### src/design/blim_pkg.sv
// Shared types and constants for the busy/idle load meter.
`default_nettype none

package blim_pkg;

  // Default accumulator width in bits.
  localparam int TIME_BITS_DEF = 32;

  // Fixed field widths.
  localparam int OPCODE_W = 2;
  localparam int NOW_W    = 32;
  localparam int LOAD_W   = 7;
  localparam int WINDOW_W = 16;

  // Stream data widths, padded to whole bytes.
  localparam int IN_TDATA_W  = 40;
  localparam int OUT_TDATA_W = 8;

  localparam logic [WINDOW_W-1:0] WINDOW_RESET = 16'd2000;

  // Depth of the queue between front and back.
  localparam int QUEUE_DEPTH = 2;

  // Opcodes as they arrive on the input stream.
  localparam logic [OPCODE_W-1:0] OP_IDLE  = 2'd0;
  localparam logic [OPCODE_W-1:0] OP_WAKE  = 2'd1;
  localparam logic [OPCODE_W-1:0] OP_QUERY = 2'd2;

  // Classified request kinds.
  typedef enum logic [1:0] {
    KIND_IDLE,
    KIND_WAKE,
    KIND_QUERY
  } blim_kind_t;

  typedef struct packed {
    blim_kind_t        kind;
    logic [NOW_W-1:0]  now;
  } blim_item_t;

endpackage

`default_nettype wire

### src/design/blim_front.sv
// Input stage: accepts requests, decodes the opcode and drops unused codes.
`default_nettype none

module blim_front (
  input  wire                              clk,
  input  wire                              rst_n,
  input  wire                              in_tvalid,
  output logic                             in_tready,
  input  wire  [blim_pkg::IN_TDATA_W-1:0]  in_tdata,
  output logic                             q_valid,
  output blim_pkg::blim_item_t             q_item,
  input  wire                              q_ready
);
  import blim_pkg::*;

  logic                  valid_r, valid_nxt;
  blim_item_t            item_r, item_nxt;
  logic [OPCODE_W-1:0]   opcode;
  logic                  known;
  blim_kind_t            kind;

  assign opcode    = in_tdata[OPCODE_W-1:0];
  assign in_tready = !valid_r || q_ready;
  assign q_valid   = valid_r;
  assign q_item    = item_r;

  always_comb begin
    known = 1'b1;
    kind  = KIND_IDLE;
    unique case (opcode)
      OP_IDLE:  kind = KIND_IDLE;
      OP_WAKE:  kind = KIND_WAKE;
      OP_QUERY: kind = KIND_QUERY;
      default:  known = 1'b0;
    endcase
  end

  always_comb begin
    valid_nxt = valid_r && !q_ready;
    item_nxt  = item_r;
    if (in_tvalid && in_tready && known) begin
      valid_nxt     = 1'b1;
      item_nxt.kind = kind;
      item_nxt.now  = in_tdata[OPCODE_W +: NOW_W];
    end
  end

  always_ff @(posedge clk) begin
    if (!rst_n) begin
      valid_r <= 1'b0;
    end else begin
      valid_r <= valid_nxt;
    end
    item_r <= item_nxt;
  end

endmodule

`default_nettype wire

### src/design/blim_queue.sv
// Small request queue that decouples the front stage from the back end.
`default_nettype none

module blim_queue #(
  parameter int DEPTH = blim_pkg::QUEUE_DEPTH
) (
  input  wire                        clk,
  input  wire                        rst_n,
  input  wire                        wr_valid,
  output logic                       wr_ready,
  input  wire blim_pkg::blim_item_t  wr_item,
  output logic                       rd_valid,
  output blim_pkg::blim_item_t       rd_item,
  input  wire                        rd_pop
);
  import blim_pkg::*;

  localparam int PTR_W = (DEPTH > 1) ? $clog2(DEPTH) : 1;
  localparam int CNT_W = $clog2(DEPTH + 1);

  blim_item_t          mem_r [DEPTH];
  logic [PTR_W-1:0]    wr_ptr_r, rd_ptr_r;
  logic [CNT_W-1:0]    count_r;
  logic                do_wr, do_rd;

  assign wr_ready = count_r != CNT_W'(DEPTH);
  assign rd_valid = count_r != '0;
  assign rd_item  = mem_r[rd_ptr_r];
  assign do_wr    = wr_valid && wr_ready;
  assign do_rd    = rd_pop && rd_valid;

  function automatic logic [PTR_W-1:0] bump(input logic [PTR_W-1:0] p);
    return (p == PTR_W'(DEPTH - 1)) ? '0 : p + 1'b1;
  endfunction

  always_ff @(posedge clk) begin
    if (!rst_n) begin
      wr_ptr_r <= '0;
      rd_ptr_r <= '0;
      count_r  <= '0;
    end else begin
      if (do_wr) begin
        wr_ptr_r <= bump(wr_ptr_r);
      end
      if (do_rd) begin
        rd_ptr_r <= bump(rd_ptr_r);
      end
      if (do_wr && !do_rd) begin
        count_r <= count_r + 1'b1;
      end else if (do_rd && !do_wr) begin
        count_r <= count_r - 1'b1;
      end
    end
    if (do_wr) begin
      mem_r[wr_ptr_r] <= wr_item;
    end
  end

endmodule

`default_nettype wire

### src/design/blim_back.sv
// Back end: keeps the mode and accumulators, credits elapsed time and halves.
`default_nettype none

module blim_back #(
  parameter int TIME_BITS = blim_pkg::TIME_BITS_DEF
) (
  input  wire                              clk,
  input  wire                              rst_n,
  input  wire                              q_valid,
  input  wire  blim_pkg::blim_item_t       q_item,
  output logic                             q_pop,
  input  wire  [blim_pkg::WINDOW_W-1:0]    window,
  input  wire                              div_ready,
  output logic                             div_start,
  output logic [TIME_BITS-1:0]             busy_time,
  output logic [TIME_BITS-1:0]             idle_time
);
  import blim_pkg::*;

  localparam int STAMP_W = (TIME_BITS < NOW_W) ? TIME_BITS : NOW_W;
  localparam int SUM_W   = TIME_BITS + 1;

  typedef enum logic [1:0] {
    S_WAIT,
    S_CREDIT,
    S_CHECK
  } state_t;

  state_t               state_r;
  blim_item_t           cur_r;
  logic [STAMP_W-1:0]   last_mark_r;
  logic [TIME_BITS-1:0] busy_r, idle_r;
  logic                 is_idle_r;
  logic                 div_start_r;

  logic                 take;
  logic [STAMP_W-1:0]   stamp, delta;
  logic [TIME_BITS-1:0] acc_sel, acc_new;
  logic [SUM_W-1:0]     acc_sum, total;

  assign take = q_valid &&
                (q_item.kind != KIND_QUERY || (div_ready && !div_start_r));
  assign q_pop = (state_r == S_WAIT) && take;

  // Elapsed time wraps in the timestamp width; the add saturates.
  assign stamp   = cur_r.now[STAMP_W-1:0];
  assign delta   = stamp - last_mark_r;
  assign acc_sel = is_idle_r ? idle_r : busy_r;
  assign acc_sum = {1'b0, acc_sel} + SUM_W'(delta);
  assign acc_new = acc_sum[TIME_BITS] ? '1 : acc_sum[TIME_BITS-1:0];
  assign total   = {1'b0, busy_r} + {1'b0, idle_r};

  assign div_start = div_start_r;
  assign busy_time = busy_r;
  assign idle_time = idle_r;

  always_ff @(posedge clk) begin
    if (!rst_n) begin
      state_r     <= S_WAIT;
      last_mark_r <= '0;
      busy_r      <= '0;
      idle_r      <= '0;
      is_idle_r   <= 1'b0;
      div_start_r <= 1'b0;
    end else begin
      div_start_r <= 1'b0;
      unique case (state_r)
        S_WAIT: begin
          if (q_pop) begin
            cur_r <= q_item;
            // A sleep while idle or a wake while busy changes nothing.
            if (q_item.kind == KIND_QUERY ||
                (q_item.kind == KIND_IDLE) != is_idle_r) begin
              state_r <= S_CREDIT;
            end
          end
        end
        S_CREDIT: begin
          last_mark_r <= stamp;
          if (is_idle_r) begin
            idle_r <= acc_new;
          end else begin
            busy_r <= acc_new;
          end
          if (cur_r.kind == KIND_QUERY) begin
            div_start_r <= 1'b1;
            state_r     <= S_WAIT;
          end else begin
            is_idle_r <= cur_r.kind == KIND_IDLE;
            state_r   <= S_CHECK;
          end
        end
        S_CHECK: begin
          if (total > SUM_W'(window)) begin
            busy_r <= busy_r >> 1;
            idle_r <= idle_r >> 1;
          end
          state_r <= S_WAIT;
        end
        default: state_r <= S_WAIT;
      endcase
    end
  end

endmodule

`default_nettype wire

### src/design/blim_div.sv
// Percentage unit: restoring division of 100*busy by busy+idle, one bit a cycle.
`default_nettype none

module blim_div #(
  parameter int TIME_BITS = blim_pkg::TIME_BITS_DEF
) (
  input  wire                            clk,
  input  wire                            rst_n,
  input  wire                            start,
  input  wire  [TIME_BITS-1:0]           busy_time,
  input  wire  [TIME_BITS-1:0]           idle_time,
  output logic                           ready,
  output logic                           out_valid,
  input  wire                            out_ready,
  output logic [blim_pkg::LOAD_W-1:0]    out_load
);
  import blim_pkg::*;

  // 100*busy fits in TIME_BITS+7 bits, as does the total shifted by 6.
  localparam int NUM_W = TIME_BITS + LOAD_W;
  localparam int SUM_W = TIME_BITS + 1;
  localparam int CNT_W = $clog2(LOAD_W);

  typedef enum logic {
    D_IDLE,
    D_STEP
  } state_t;

  state_t              state_r;
  logic [NUM_W-1:0]    rem_r, dsh_r;
  logic [LOAD_W-2:0]   q_r;
  logic [CNT_W-1:0]    cnt_r;
  logic                zero_r;
  logic                out_valid_r;
  logic [LOAD_W-1:0]   out_load_r;

  logic [SUM_W-1:0]    sum;
  logic [NUM_W-1:0]    b_ext, num;
  logic                ge;

  assign sum   = {1'b0, busy_time} + {1'b0, idle_time};
  assign b_ext = NUM_W'(busy_time);
  assign num   = (b_ext << 6) + (b_ext << 5) + (b_ext << 2);
  assign ge    = rem_r >= dsh_r;

  assign ready     = (state_r == D_IDLE) && !out_valid_r;
  assign out_valid = out_valid_r;
  assign out_load  = out_load_r;

  always_ff @(posedge clk) begin
    if (!rst_n) begin
      state_r     <= D_IDLE;
      out_valid_r <= 1'b0;
    end else begin
      if (out_valid_r && out_ready) begin
        out_valid_r <= 1'b0;
      end
      unique case (state_r)
        D_IDLE: begin
          if (start) begin
            rem_r   <= num;
            dsh_r   <= NUM_W'(sum) << (LOAD_W - 1);
            zero_r  <= sum == '0;
            q_r     <= '0;
            cnt_r   <= CNT_W'(LOAD_W - 1);
            state_r <= D_STEP;
          end
        end
        D_STEP: begin
          if (ge) begin
            rem_r <= rem_r - dsh_r;
          end
          dsh_r <= dsh_r >> 1;
          q_r   <= {q_r[LOAD_W-3:0], ge};
          cnt_r <= cnt_r - 1'b1;
          if (cnt_r == '0) begin
            // An empty history reads as zero load.
            out_load_r  <= zero_r ? '0 : {q_r, ge};
            out_valid_r <= 1'b1;
            state_r     <= D_IDLE;
          end
        end
        default: state_r <= D_IDLE;
      endcase
    end
  end

endmodule

`default_nettype wire

### src/design/busy_idle_load_meter.sv
// Top level of the busy/idle load meter.
//
// The block measures how busy an agent is. Each request on the in_ stream
// carries an opcode (going idle, waking busy, or query) and a millisecond
// timestamp. A real mode change credits the time since the last mark to the
// idle or busy accumulator and halves both when their sum exceeds window_ms.
// A query credits the elapsed time and returns one out_ request with the
// busy share in percent; mode events and repeated modes return nothing.
// The window register is written through cfg_wr_en/cfg_wr_data; the user
// must write it only while idle, as the block does not enforce this.
// Requests pass a decode register and a two-entry queue to the back end,
// so the input keeps flowing while a result waits on out_. A query passes
// the decode register, the queue, the back end's pop and credit states,
// the divider load and seven one-bit-per-cycle divide steps before its
// result shows on out_; the divider sets the pace of queries. A mode
// change passes the back end's pop, credit and check states, a repeated
// mode only the pop. Only one query is in the divider at a time, and a new
// query waits until the previous result has been taken; when the receiver
// stalls, the queue fills and in_tready drops.
// Reset clears the accumulators, the mark and the mode (busy), restores the
// window to 2000 ms and empties the queue and output register.
`default_nettype none

module busy_idle_load_meter #(
  parameter int TIME_BITS = blim_pkg::TIME_BITS_DEF
) (
  input  wire                              clk,
  input  wire                              rst_n,
  input  wire                              in_tvalid,
  output logic                             in_tready,
  // [1:0] opcode, [33:2] now_ms, [39:34] zero
  input  wire  [blim_pkg::IN_TDATA_W-1:0]  in_tdata,
  output logic                             out_tvalid,
  input  wire                              out_tready,
  // [6:0] load_percent, [7] zero
  output logic [blim_pkg::OUT_TDATA_W-1:0] out_tdata,
  input  wire                              cfg_wr_en,
  input  wire  [blim_pkg::WINDOW_W-1:0]    cfg_wr_data
);
  import blim_pkg::*;

  logic [WINDOW_W-1:0]  window_r;
  logic                 fq_valid, fq_ready;
  blim_item_t           fq_item;
  logic                 bq_valid, bq_pop;
  blim_item_t           bq_item;
  logic                 div_ready, div_start;
  logic [TIME_BITS-1:0] busy_time, idle_time;
  logic [LOAD_W-1:0]    load;

  always_ff @(posedge clk) begin
    if (!rst_n) begin
      window_r <= WINDOW_RESET;
    end else if (cfg_wr_en) begin
      window_r <= cfg_wr_data;
    end
  end

  blim_front u_front (
    .clk       (clk),
    .rst_n     (rst_n),
    .in_tvalid (in_tvalid),
    .in_tready (in_tready),
    .in_tdata  (in_tdata),
    .q_valid   (fq_valid),
    .q_item    (fq_item),
    .q_ready   (fq_ready)
  );

  blim_queue #(
    .DEPTH (QUEUE_DEPTH)
  ) u_queue (
    .clk      (clk),
    .rst_n    (rst_n),
    .wr_valid (fq_valid),
    .wr_ready (fq_ready),
    .wr_item  (fq_item),
    .rd_valid (bq_valid),
    .rd_item  (bq_item),
    .rd_pop   (bq_pop)
  );

  blim_back #(
    .TIME_BITS (TIME_BITS)
  ) u_back (
    .clk       (clk),
    .rst_n     (rst_n),
    .q_valid   (bq_valid),
    .q_item    (bq_item),
    .q_pop     (bq_pop),
    .window    (window_r),
    .div_ready (div_ready),
    .div_start (div_start),
    .busy_time (busy_time),
    .idle_time (idle_time)
  );

  blim_div #(
    .TIME_BITS (TIME_BITS)
  ) u_div (
    .clk       (clk),
    .rst_n     (rst_n),
    .start     (div_start),
    .busy_time (busy_time),
    .idle_time (idle_time),
    .ready     (div_ready),
    .out_valid (out_tvalid),
    .out_ready (out_tready),
    .out_load  (load)
  );

  assign out_tdata = OUT_TDATA_W'(load);

endmodule

`default_nettype wire

### config.mk
export PLATFORM = sky130hd
export DESIGN_NAME = busy_idle_load_meter
export DESIGN_NICKNAME = d
export VERILOG_FILES = /design/src/design/blim_pkg.sv /design/src/design/blim_front.sv /design/src/design/blim_queue.sv /design/src/design/blim_back.sv /design/src/design/blim_div.sv /design/src/design/busy_idle_load_meter.sv
export SDC_FILE = /design/constraint.sdc
export NUM_CORES = 1
export LEC_CHECK = 0
export ABC_AREA = 1
export BUFFER_PORTS_ARGS = -buffer_cell sky130_fd_sc_hd__buf_2
export CAP_MARGIN = 20
export CORE_MARGIN = 8
export CORE_UTILIZATION = 50
export DETAILED_ROUTE_END_ITERATION = 6
export PLACE_DENSITY = 0.7
export SYNTH_ARGS = -nofsm -noshare
export SYNTH_HDL_FRONTEND = slang
export SYNTH_SLANG_ARGS = --single-unit
### constraint.sdc
create_clock -name clk -period 5.9 [get_ports clk]
set_input_delay 1.18 -clock clk [delete_from_list [all_inputs] [get_ports clk]]
set_output_delay 1.18 -clock clk [all_outputs]
set_load 0.01 [all_outputs]
==> results.toml <==
[status]
run_status = "complete, no violations"

[floorplan]
dieArea_sq_um = 57630
fp.coreArea_sq_um = 49860
dieWidth_microns = 240.1
fp.dieH_microns = 240.1
start_util = 0.5034
io_pins = 71
placementRows = 82

[sta]
max_freq_mhz = 196.6
clock_skew_ns = 0.03963
finalMaxSlewViolations = 0
relSlewSlack = 0.3247
timing.final.crit_period_ns = 5.086
finalHoldViolCount = 0
tightest_slew_ns = 1.011
tns_ns = 0
finalCritPeriodShare = 0.8620
setup_violations = 0
rsz0062_at_grt = "false"
setup_ws_ns = 0.8143

[clocking]
clock_path_buffers = 3
root_buffer = "clkbuf_16"
clkTransAtPathRegs_ns = 0.06
cts_setup_buffers = 0
hold_buffers = 0
ctsResizeCount = 0
cts_tree = "built"
numCtsBuffers = 40
insertion_delay_ns = 0.59
cts_sinks = 355
h-tree-depth = 2

[worst_hold_path]
hold_class = "flop to flop"

[setup_path]
arrival_ns = 5.54
worstPathMaxFanout = 8
worstSetupStartpointType = "flop"
crit_type = "flop to flop"
end_kind = "flop"
required_ns = 6.35

[power]
powerDensity_nw_per_um2 = 526.0
vdd_ir_drop_max_mv = 0.3190
p_leak_nw = 12.71

[synthesis]
syn_inst = 3318
synth_nets = 3607
synthesis.area_sq_um = 25100
yosys_warnings = 0
ys_seq_area_frac = 0.3753
synth_edf_count = 231
ys_async_sr_fraction = 0
synthDistinctLibCells = 53
ys_seq_elements = 355
ys.flop_type = "edfxtp_1"
avgSynthCellArea_sq_um = 7.565

[cells_and_area]
area_growth_pct = 9.072
drive_gt1_frac = 0.06804
n_antenna_cell = 0
nFillCells = 4853
register_area_sq_um = 9422
multiInputGateArea_sq_um = 13480
fin_nets = 3652
fin_util = 0.5491

[drt]
drtPass1Iterations = 6
wire_per_inst_microns = 15.37
detail-route-antenna-nets = 0
avgViaCountPerCell = 5.190
dr_total_vias = 21106
drtIter0Drc = 1207
routed_wl_mm = 62.49
drc = 0

[place]
place.detailed.hpwl_mm = 48.91
pre_cts_slack_ns = 0.9350
numPortBuffers = 63
place.gp.congestion = 0.9423

[global_routing]
grt.busiest_layer = "met2"
grt_pass1_wl_mm = 101.0
use_met1 = 0.2675
grt_use_met2 = 0.3804
overflow = 0
grt_util_all_layers = 0.2167
grt_pass1_vias = 20263
met3_usage = 0.02372
grt_max_degree = 99
antenna_found_initial = 0

[flow_run]
drv_cap = 0
sequential cells by signal, indices dropped and copies added, names as in the netlist, 2 cells and up, named ones only:
signal	flops
u_back.stamp	32
u_div.cnt_r	3
u_back.last_mark_r	32
u_back.idle_time	32
window_r	16
u_back.busy_time	32
u_back.state_r	2
u_queue.count_r	2
u_div.out_load	7
u_div.rem_r	39
u_back.cur_r	2
u_div.q_r	6
u_div.dsh_r	39
u_front.q_item	34
u_queue.mem_r	68
path summary, 6_finish.rpt:
kind	from	endpoint	slack, ns	depth (start not counted)
hold reg to reg	u_front.q_item[32]	u_queue.mem_r[1][32]	0.44	0
setup reg to reg	u_back.stamp[2]	u_back.busy_time[30]	0.81	26
setup / recovery	u_back.stamp[2]	u_back.busy_time[30]	0.81	26
hold / removal	u_front.q_item[32]	u_queue.mem_r[1][32]	0.44	0
through the flow:
step / cell area, sq um / hold slack [ns] / std cells / total power [mW]
floorplan: 25100 / 0.4215 / 3318 / 10.05
global placement: 26030 / 0.4232 / 3992 / 11.83
detailed placement: 26030 / 0.4298 / 3992 / 11.88
CTS: 27360 / 0.4380 / 4066 / 14.45
global route: 27380 / 0.4512 / 4067 / 15.83
finish: 27380 / 0.4410 / 4067 / 14.40
logic make-up after synthesis:
logic type,share of synthesized area
other cells,0.0001494
fa+ha+maj,0.1235
mux,0.01560
simple gates,0.2188
buf+inv,0.08908
compound gates,0.1483
xor+xnor,0.02931
flops,0.3753
cell type report:
cell class	instances	share of cell area
clock inverters	25	0.009597
repair buffers	79	0.01645
multi-input cells	2393	0.4925
inverters	494	0.06773
flip-flops and latches	355	0.3441
well taps	672	0.03071
clock buffers	49	0.03889
worst max-delay path, cell delays in order, from the launching register on:
cell and delay, ns:
edfxtp_1 0.38, ha_1 0.33, a21oi_1 0.15, nand2_1 0.09, a21oi_1 0.20, o21ai_0 0.27, a21oi_1 0.48, o21ai_0 0.25
a21oi_1 0.27, inv_1 0.07, a21oi_1 0.18, xnor2_1 0.14, ha_1 0.30, nand2_1 0.09, nand2_1 0.07, a31oi_1 0.20
o21ai_0 0.14, a21oi_1 0.14, nand2_1 0.14, nand2_1 0.09, nand2_1 0.06, inv_1 0.22, nand2_1 0.07, o21ai_0 0.34
nand2_1 0.10, nor2_1 0.11, nor2_1 0.06
synthesized netlist by cell type, types with 7 or more instances:
cell      number  area share
clkbuf_1      51      0.0076
nand3_1      100       0.020
ha_1         195       0.097
inv_1        481       0.072
o21ai_0      323       0.064
o21bai_1      17      0.0051
nor3_1        24      0.0048
inv_2         10      0.0015
a21oi_1      268       0.053
nor2_2         7      0.0017
a21o_1        16      0.0048
fa_1          33       0.026
nand4_1       26      0.0065
xnor2_1       21      0.0073
edfxtp_1     231        0.28
or2_2          9      0.0022
nor2_1       342       0.051
nand3b_1       9      0.0027
nand2_1      801        0.12
nor4_1        11      0.0027
nand2_2        9      0.0022
a21boi_0      10      0.0030
buf_1         10      0.0015
buf_6         12      0.0054
xor2_1        63       0.022
mux2_2        33       0.015
a31oi_1       17      0.0042
o21a_1        12      0.0036
dfxtp_1      124       0.099
layer usage:
layer / up-vias / part of all wire
met4: 0 / 0.044
li1: 11046 / -
met3: 121 / 0.038
met1: 9534 / 0.44
met2: 405 / 0.48
met5: - / 0
layout by cell type (no fill, tap or decap), types with 7 or more instances in the layout:
| cell | count |
|---|---|
| nand2_1 | 801 |
| inv_1 | 479 |
| nor2_1 | 339 |
| o21ai_0 | 322 |
| a21oi_1 | 268 |
| edfxtp_1 | 231 |
| ha_1 | 195 |
| dfxtp_1 | 122 |
| nand3_1 | 100 |
| xor2_1 | 63 |
| buf_2 | 62 |
| clkbuf_16 | 40 |
| mux2_2 | 33 |
| fa_1 | 33 |
| nand4_1 | 26 |
| nor3_1 | 24 |
| xnor2_1 | 21 |
| o21bai_1 | 17 |
| a31oi_1 | 16 |
| a21o_1 | 16 |
| buf_4 | 16 |
| o21a_1 | 12 |
| nor4_1 | 11 |
| inv_2 | 11 |
| a21boi_0 | 10 |
| nand2_2 | 9 |
| nand3b_1 | 9 |
| or2_2 | 9 |
| nor2_2 | 7 |
| clkinv_1 | 7 |
power breakdown:
group | switching [mW] | leakage [nW] | total (mW) | internal [mW]
logic | 5.43 | 8.94 | 8.34 | 2.91
clock network | 1.08 | 0.624 | 2.48 | 1.40
registers | 0.347 | 3.15 | 3.58 | 3.23
Note: power is estimated with default switching activity, not from simulation.
